`config.mk`:
```
export PLATFORM = sky130hd
export DESIGN_NAME = crc16_configurable
export DESIGN_NICKNAME = d
export VERILOG_FILES = /design/src/hdl/crc16_pkg.sv /design/src/hdl/crc16_configurable.sv
export SDC_FILE = /design/constraint.sdc
export NUM_CORES = 1
export LEC_CHECK = 0
export BUFFER_PORTS_ARGS = -buffer_cell sky130_fd_sc_hd__clkbuf_2
export CAP_MARGIN = 20
export CORE_UTILIZATION = 25
export CTS_CLUSTER_SIZE = 14
export DETAILED_ROUTE_END_ITERATION = 10
export GPL_TIMING_DRIVEN = 1
export HOLD_SLACK_MARGIN = 0.12
export PLACE_DENSITY_LB_ADDON = 0.08
export SYNTH_ARGS = -nofsm -noshare
export SYNTH_HDL_FRONTEND = slang
export SYNTH_SLANG_ARGS = --single-unit
```
`constraint.sdc`:
```
create_clock -name aclk -period 12.05 [get_ports aclk]
set_input_delay 1.8075 -clock aclk [delete_from_list [all_inputs] [get_ports aclk]]
set_output_delay 1.8075 -clock aclk [all_outputs]
set_load 0.01 [all_outputs]
```
`src/hdl/crc16_pkg.sv`:
```
package crc16_pkg;

    localparam int CRC_WIDTH  = 16;
    localparam int DATA_WIDTH = 8;
    localparam int CFG_INDEX_WIDTH = 2;

    localparam logic [CRC_WIDTH-1:0] CRC_TOP_BIT = 16'h8000;
    localparam logic [CRC_WIDTH-1:0] CRC_LOW_BIT = 16'h0001;

    localparam logic [CRC_WIDTH-1:0] POLYNOMIAL_RESET  = 16'h8005;
    localparam logic                 REFLECTED_RESET   = 1'b1;
    localparam logic [CRC_WIDTH-1:0] START_VALUE_RESET = 16'hFFFF;

    localparam logic [CFG_INDEX_WIDTH-1:0] REG_POLYNOMIAL  = 2'd0;
    localparam logic [CFG_INDEX_WIDTH-1:0] REG_REFLECTED   = 2'd1;
    localparam logic [CFG_INDEX_WIDTH-1:0] REG_START_VALUE = 2'd2;

    typedef struct packed {
        logic [DATA_WIDTH-1:0] data_byte;
        logic                  first_byte;
        logic                  last_byte;
    } in_word_t;

    typedef struct packed {
        logic [CRC_WIDTH-1:0] crc_value;
        logic                 message_done;
    } out_word_t;

endpackage

```
`src/hdl/crc16_configurable.sv`:
```
// An accepted word sits in the input register; its CRC is then registered onto m_data.
// Throughput: one byte per cycle unless m_ready stalls the result register; the eight bit
// steps of a byte form one XOR network between the input register and the result register.
// While the result register waits on m_ready, an empty input stage still accepts a new word.
// Reset (aresetn low, synchronous): both stages empty, running CRC zero,
// polynomial 0x8005, reflected mode on, start value 0xFFFF.
module crc16_configurable (
    input  logic                                  aclk,
    input  logic                                  aresetn,
    input  logic                                  cfg_wr_en,
    input  logic [crc16_pkg::CFG_INDEX_WIDTH-1:0] cfg_index,
    input  logic [crc16_pkg::CRC_WIDTH-1:0]       cfg_wdata,
    input  logic                                  s_valid,
    output logic                                  s_ready,
    input  crc16_pkg::in_word_t                   s_data,
    output logic                                  m_valid,
    input  logic                                  m_ready,
    output crc16_pkg::out_word_t                  m_data
);
    import crc16_pkg::*;

    logic [CRC_WIDTH-1:0] polynomial_reg;
    logic                 reflected_reg;
    logic [CRC_WIDTH-1:0] start_value_reg;
    logic [CRC_WIDTH-1:0] crc_reg;
    logic [CRC_WIDTH-1:0] crc_next;
    logic                 in_valid_reg;
    in_word_t             in_reg;
    logic                 out_valid_reg;
    out_word_t            out_reg;
    logic                 advance;

    function automatic logic [CRC_WIDTH-1:0] fold_byte(
        input logic [CRC_WIDTH-1:0]  crc_in,
        input logic [DATA_WIDTH-1:0] data,
        input logic [CRC_WIDTH-1:0]  poly,
        input logic                  refl
    );
        logic [CRC_WIDTH-1:0] crc;
        logic [CRC_WIDTH-1:0] poly_rev;
        logic                 fb;
        crc = crc_in;
        for (int k = 0; k < CRC_WIDTH; k++) begin
            poly_rev[k] = poly[CRC_WIDTH-1-k];
        end
        for (int k = 0; k < DATA_WIDTH; k++) begin
            if (refl) begin
                fb  = ((crc & CRC_LOW_BIT) != '0) ^ data[k];
                crc = crc >> 1;
                if (fb) begin
                    crc = crc ^ poly_rev;
                end
            end else begin
                fb  = ((crc & CRC_TOP_BIT) != '0) ^ data[DATA_WIDTH-1-k];
                crc = crc << 1;
                if (fb) begin
                    crc = crc ^ poly;
                end
            end
        end
        return crc;
    endfunction

    assign advance = in_valid_reg && (!out_valid_reg || m_ready);
    assign s_ready = !in_valid_reg || advance;
    assign m_valid = out_valid_reg;
    assign m_data  = out_reg;

    always_comb begin
        crc_next = fold_byte(in_reg.first_byte ? start_value_reg : crc_reg,
                             in_reg.data_byte, polynomial_reg, reflected_reg);
    end

    always_ff @(posedge aclk) begin
        if (!aresetn) begin
            polynomial_reg  <= POLYNOMIAL_RESET;
            reflected_reg   <= REFLECTED_RESET;
            start_value_reg <= START_VALUE_RESET;
        end else if (cfg_wr_en) begin
            case (cfg_index)
                REG_POLYNOMIAL:  polynomial_reg  <= cfg_wdata;
                REG_REFLECTED:   reflected_reg   <= cfg_wdata[0];
                REG_START_VALUE: start_value_reg <= cfg_wdata;
                default: ;
            endcase
        end
    end

    always_ff @(posedge aclk) begin
        if (!aresetn) begin
            in_valid_reg  <= 1'b0;
            out_valid_reg <= 1'b0;
            crc_reg       <= '0;
        end else begin
            if (s_valid && s_ready) begin
                in_valid_reg <= 1'b1;
            end else if (advance) begin
                in_valid_reg <= 1'b0;
            end
            if (advance) begin
                out_valid_reg <= 1'b1;
                crc_reg       <= crc_next;
            end else if (m_ready) begin
                out_valid_reg <= 1'b0;
            end
        end
    end

    always_ff @(posedge aclk) begin
        if (s_valid && s_ready) begin
            in_reg <= s_data;
        end
        if (advance) begin
            out_reg.crc_value    <= crc_next;
            out_reg.message_done <= in_reg.last_byte;
        end
    end

    a_result_follows_advance: assert property (@(posedge aclk) disable iff (!aresetn)
        advance |=> out_valid_reg)
        else $error("result register empty after advance");

    a_output_matches_state: assert property (@(posedge aclk) disable iff (!aresetn)
        out_valid_reg |-> (out_reg.crc_value == crc_reg))
        else $error("result word differs from running CRC");

    a_done_tracks_last: assert property (@(posedge aclk) disable iff (!aresetn)
        advance |=> (out_reg.message_done == $past(in_reg.last_byte)))
        else $error("message_done does not follow last_byte");

    a_input_held_on_stall: assert property (@(posedge aclk) disable iff (!aresetn)
        (in_valid_reg && !advance) |=> in_valid_reg)
        else $error("input stage dropped a word while stalled");

endmodule
```
# Word-level counts from Yosys, hierarchy flattened
# Cells that the tools add are included.
# Widths: inputs -> output; s select.
[op_classes] n_reduce_logical=12 n_mux=29 n_bitwise=32 eq_ne=2
[op_table] cell="$mux 16" count=25
[op_table] cell="$xor 15x16->16" count=8
[op_table] cell="$xor 16x16->16" count=8
[op_table] cell="$xor 1x1->1" count=16
[op_table] cell="$reduce_and 2->1" count=3
[op_table] cell="$mux 1" count=4
[op_table] cell="$reduce_bool 2->1" count=2
[op_table] cell="$eq 2x1->1 const B" count=1
[op_table] cell="$eq 2x2->1 const B" count=1
[op_table] cell="$logic_and 1x1->1" count=2
[op_table] cell="$logic_not 1->1" count=2
[op_table] cell="$logic_not 2->1" count=1
[op_table] cell="$logic_or 1x1->1" count=2
[totals] wordCells=86 in_bits=33 regBits=78 output_inout_bits=19

# Longest topological paths before layout
[depth] ltp_word=25 mapped_depth=24 ltp_nobuf=19

# Least setup slack after synthesis
# No wires, ideal clock.
[synth_timing] path_kind="register -> register" startpoint="register in_reg[1] in the netlist's numbering" endpoint="register out_reg, in the netlist m_data[11], data pin" synth_period_minus_slack_ns=5.696 setup_time_ns=0.260 stages_incl_launch_ff=21 t_arrival_ns=5.436 setup_slack_ns=6.354 n_path_buf=1 t_required_ns=11.790 cell_sequence="edfxtp_1 > buf_4 > mux2i_4 > mux2i_1 > or3b_2 > nand4_1 > mux2i_1 > nand2_1 > or2_2 > a41oi_2 > xnor2_4 > xnor3_1 > and4b_4 > a31oi_4 > nand4b_4 > xor2_1 > mux2i_4 > xnor2_4 > nand2_1 > xnor2_1 > mux2_2"
[synth_between] elab_chain_cells=25 word_cells_on_any_way=57 classes_between="mux: 25; bitwise: 32"
[synth_lines] element="start: declaration" line_no="crc16_configurable.sv:28" rtl="in_word_t in_reg;"
[synth_lines] element="start signal: assignment" line_no="crc16_configurable.sv:111" rtl="in_reg <= s_data;"
[synth_lines] element="$mux 16 *" line_no="crc16_configurable.sv:70" rtl="crc_next = fold_byte(in_reg.first_byte ? start_value_reg : crc_reg,"
[synth_lines] element="$xor 16x16->16 (tied with other cells)" line_no="crc16_configurable.sv:57" rtl="crc = crc ^ poly;"
[synth_lines] element="$mux 16 (on tied branches)" line_no="crc16_configurable.sv:56, crc16_configurable.sv:50"
[synth_lines] element="$mux 16 *" line_no="crc16_configurable.sv:47" rtl="if (refl) begin"
[synth_lines] element="$xor 16x16->16 (tied with other cells)" line_no="crc16_configurable.sv:57"
[synth_lines] element="$mux 16 (on tied branches)" line_no="crc16_configurable.sv:56, crc16_configurable.sv:50"
[synth_lines] element="$mux 16 *" line_no="crc16_configurable.sv:47"
[synth_lines] element="$xor 16x16->16 (tied with other cells)" line_no="crc16_configurable.sv:57"
[synth_lines] element="[10 not listed]"
[synth_lines] element="$mux 16 *" line_no="crc16_configurable.sv:47"
[synth_lines] element="$xor 16x16->16 (tied with other cells)" line_no="crc16_configurable.sv:57"
[synth_lines] element="$mux 16 (on tied branches)" line_no="crc16_configurable.sv:56, crc16_configurable.sv:50"
[synth_lines] element="$mux 16 *" line_no="crc16_configurable.sv:47"
[synth_lines] element="$xor 16x16->16 (tied with other cells)" line_no="crc16_configurable.sv:57"
[synth_lines] element="$mux 16 (on tied branches)" line_no="crc16_configurable.sv:56, crc16_configurable.sv:50"
[synth_lines] element="$mux 16 *" line_no="crc16_configurable.sv:47"
[synth_lines] element="net crc_next[10]" line_no="crc16_configurable.sv:26" rtl="logic [CRC_WIDTH-1:0] crc_next;"
[synth_lines] element="end: declaration" line_no="crc16_configurable.sv:30" rtl="out_word_t out_reg;"
# Mark *: on every way through the listed nets, which the timed path passes. The rest lies on a longest branch.
# A chain may end at the register's enable or synchronous reset.

# Worst setup path in the final report
[layout_timing] startpoint="register reflected_reg" endpoint="register out_reg, in the netlist m_data[15], data pin"
[layout_between] elab_chain_cells=22 word_cells_on_any_way=50 classes_between="mux: 22; bitwise: 28"
[layout_lines] element="start: declaration" line_no="crc16_configurable.sv:23" rtl="logic reflected_reg;"
[layout_lines] element="start signal: assignment" line_no="crc16_configurable.sv:82" rtl="REG_REFLECTED: reflected_reg <= cfg_wdata[0];"
[layout_lines] element="$mux 16" line_no="crc16_configurable.sv:47"
[layout_lines] element="$xor 16x16->16 (tied with other cells)" line_no="crc16_configurable.sv:57"
[layout_lines] element="$mux 16 (on tied branches)" line_no="crc16_configurable.sv:56, crc16_configurable.sv:50"
[layout_lines] element="$mux 16" line_no="crc16_configurable.sv:47"
[layout_lines] element="$xor 16x16->16 (tied with other cells)" line_no="crc16_configurable.sv:57"
[layout_lines] element="$mux 16 (on tied branches)" line_no="crc16_configurable.sv:56, crc16_configurable.sv:50"
[layout_lines] element="$mux 16" line_no="crc16_configurable.sv:47"
[layout_lines] element="$xor 16x16->16 (tied with other cells)" line_no="crc16_configurable.sv:57"
[layout_lines] element="[7 not listed]"
[layout_lines] element="$mux 16" line_no="crc16_configurable.sv:47"
[layout_lines] element="$xor 16x16->16 (tied with other cells)" line_no="crc16_configurable.sv:57"
[layout_lines] element="$mux 16 (on tied branches)" line_no="crc16_configurable.sv:56, crc16_configurable.sv:50"
[layout_lines] element="$mux 16" line_no="crc16_configurable.sv:47"
[layout_lines] element="$xor 16x16->16 (tied with other cells)" line_no="crc16_configurable.sv:57"
[layout_lines] element="$mux 16 (on tied branches)" line_no="crc16_configurable.sv:56, crc16_configurable.sv:50"
[layout_lines] element="$mux 16 *" line_no="crc16_configurable.sv:47"
[layout_lines] element="net crc_next[14]" line_no="crc16_configurable.sv:26"
# Marks and branches as above.

==> reports/qor.yml <==
status: "complete, no violations"
synthAdderAreaFrac_pct: 0
post_drt_wl_per_cell_um: 22.87
synth_warnings: 0
die-area_sq_um: 42150
max_slew_margin_pct: 28.21
synthTopCellsByArea: "xnor2_1 (14%), nand2_1 (11%), dfxtp_1 (9.9%)"
grt_start_max_net_pins: 51
antenna_cells: 0
p_leak_uw: 0.004227
synth_compound_area_share_pct: 15.20
ir_worst_vdd_uv: 81.67
die_y_um: 205.3
fin_skew_ns: 0.01063
postCtsSetupRepairBufs: 0
num_rows: 74
fmax_ghz: 0.1343
via_count: 9891
synth_edf_count: 27
syn_area_sq_um: 10330
synth_area_leader_cell: "xnor2_1"
synth_flop_cell: "dfxtp_1"
routed_wl_mm: 44.00
end_kind: "flop"
drive_gt1_share_pct: 11.71
core_sq_um: 40830
crit_path_start_kind: "flop"
period_needed_ns: 7.448
setup_tns_ns: 0
antenna_found_initial: 0
gp_congestion: 0.8438
cts.sinks: 78
drt_first_pass_iters: 7
combPwrFrac_pct: 66.8
hold_violations: 0
final_cell_mix: "nand2_1 (309), xnor2_1 (170), nor2_1 (80), nand3_1 (72)"
pre_cts_ws_ns: 4.688
synthMuxAreaShare_pct: 7.169
synth-seq-cells: 78
track_usage_pct: 21.12
p_seq_share_pct: 18.4
synthCells: 1404
slowest_delay_ns: 0.93
criticalPathCategory: "reg -> reg"
power.density_nw_per_um2: 166.0
cts_tree: "built"
cts_max_level: 3
area_growth_syn_to_layout_pct: 10.06
switchingPower_uw: 944.8
synth_fp_nets: 1437
report.final.setup_viol: 0
insertion_delay_ns: 0.37
yosys.area_share.simple_pct: 31.46
crit_slowest_cell: "nor2_1"
cts_buffers: 9
fin_crit_sh_pct: 61.81
grt_pass1_wl_mm: 64.26
swShare_pct: 50.05
final_common_cell: "nand2_1"
root_buffer: "clkbuf_16"
maxCapViolations: 0
async_flop_share_pct: 0
cts_resized: 0
dp_hpwl_mm: 31.71
synth_top_family_by_area: "simple AND/OR/NAND/NOR gates"
setup_ws_ns: 4.602
largest_reg_flops: 17
cp_data_arrival_time_ns: 7.56
rsz0062_at_grt: "no"
ys_seq_area_share_pct: 17.73
grt_pass1_vias: 9245
final_nets: 1420
cp.buffers_inverters: 1
crit_family: "simple AND/OR/NAND/NOR gates"
hold_path_class: "reg -> reg"
cp_cell_sequence: "inv_2 > nor2_1 > nand2_1 > mux2i_1 > nor2_4 > xnor2_2 > o22ai_1 > or4_1 > xnor2_1 > nand2_1 > and4_2 > xnor2_4 > mux2i_1 > a21oi_1 > xnor3_2 > nand2_1 > xnor3_1 > nor2_1 > nor2_1"
ant_nets: 0
drc: 0
fillCellCount: 4453
path_max_fanout: 34
clk_pin_slew_ns: 0.06
start_util_pct: 25.30
vias_per_cell: 5.141
ios: 52
synth_top_area_share_pct: 14.41
cts_hold_buf: 0
synthXorXnorAreaFrac_pct: 23.69
yosysUniqueCellTypes: 99
drtIter0Drc: 775
p_int_uw: 943.0
cts_max_path_buffers: 2
worst_slew_pin_slew_ns: 1.073
io_buffer_count: 51
syn_avg_cell_area_sq_um: 7.359
worst-endpoint-required_ns: 12.16
slew_viol_final: 0
die-width_um: 205.3
grt_overflow: 0
pwr-share-clk_pct: 14.8
## synth_stat cells (all sizes together), types with 5 or more instances
cell and n:
a211o 5, a21o 11, nor4 9, a21oi 58, o31ai 7, or3 12
o311ai 7, nor2 82, xor2 58, nand3b 6, or2 5, a211oi 8
nor4b 6, inv 9, xnor3 12, nor3 30, nand4 19, a2111oi 6
mux2i 58, edfxtp 27, nand3 72, nand2b 18, or4 6, o21ai 41
buf 31, o211ai 8, a221o 5, nor3b 6, a31oi 12, and4 6
clkbuf 84, and3 40, nand2 309, nor2b 8, mux2 8, dfxtp 51
and2 23, xnor2 178
## final timing paths
check                startpoint  depth (start not counted)         end  slack (ns)
setup / recovery  reflected_reg                         19  m_data[15]        4.60
hold / removal        in_reg[0]                          0   m_data[0]        0.43
setup reg to reg  reflected_reg                         19  m_data[15]        4.60
hold reg to reg       in_reg[0]                          0   m_data[0]        0.43
## per-layer routing
metal | global-route usage, % | wire length [um]
met4 | 5.820 | 1038
met2 | 33.35 | 19840
met5 | 0 | 0
met3 | 3.516 | 1823
met1 | 29.39 | 21290
## through the flow
stage	total power (uW)	cells	hold WS [ns]	cell area, sq um	utilization, %
global route	2021	1924	0.4288	11370	27.85
global placement	1626	1908	0.4020	11090	27.15
floorplan	1264	1404	0.4003	10330	-
CTS	1905	1924	0.4278	11370	27.85
finish	1888	1924	0.4260	11370	27.85
detailed placement	1619	1908	0.4116	11090	27.15
## power groups by stage
stage	Clock, uW	Combinational [uW]	Sequential (uW)
floorplan	0	923	340
finish	279	1260	348
global route	300	1370	352
detailed placement	0	1270	353
CTS	288	1270	348
global placement	0	1270	354
## kinds of logic after synthesis
family                    count (synthesis)
DFF                                      78
xor gates and xnor gates                248
buffers and inverters                   127
and+or+nand+nor                         670
muxes                                    66
AOI/OAI and AO/OA                       215
## cell type report
cell class	instances	area [sq um]	area share, %
well taps	532	665.6	5.853
multi-input cells	1199	8014	70.47
repair buffers	87	525.5	4.621
clock buffers	12	256.5	2.255
inverters	12	45.04	0.3961
clock inverters	4	28.78	0.2531
flip-flops and latches	78	1837	16.15
## worst register-to-register path: stages, from the launching register on
cell	delay, ns
dfxtp_4	0.60
inv_2	0.40
nor2_1	0.95
nand2_1	0.13
mux2i_1	0.36
nor2_4	0.10
xnor2_2	0.62
o22ai_1	0.17
or4_1	0.61
xnor2_1	0.41
nand2_1	0.20
and4_2	0.34
xnor2_4	0.51
mux2i_1	0.52
a21oi_1	0.11
xnor3_2	0.52
nand2_1	0.14
xnor3_1	0.31
nor2_1	0.15
nor2_1	0.07
Note: power is estimated with default switching activity, not from simulation.
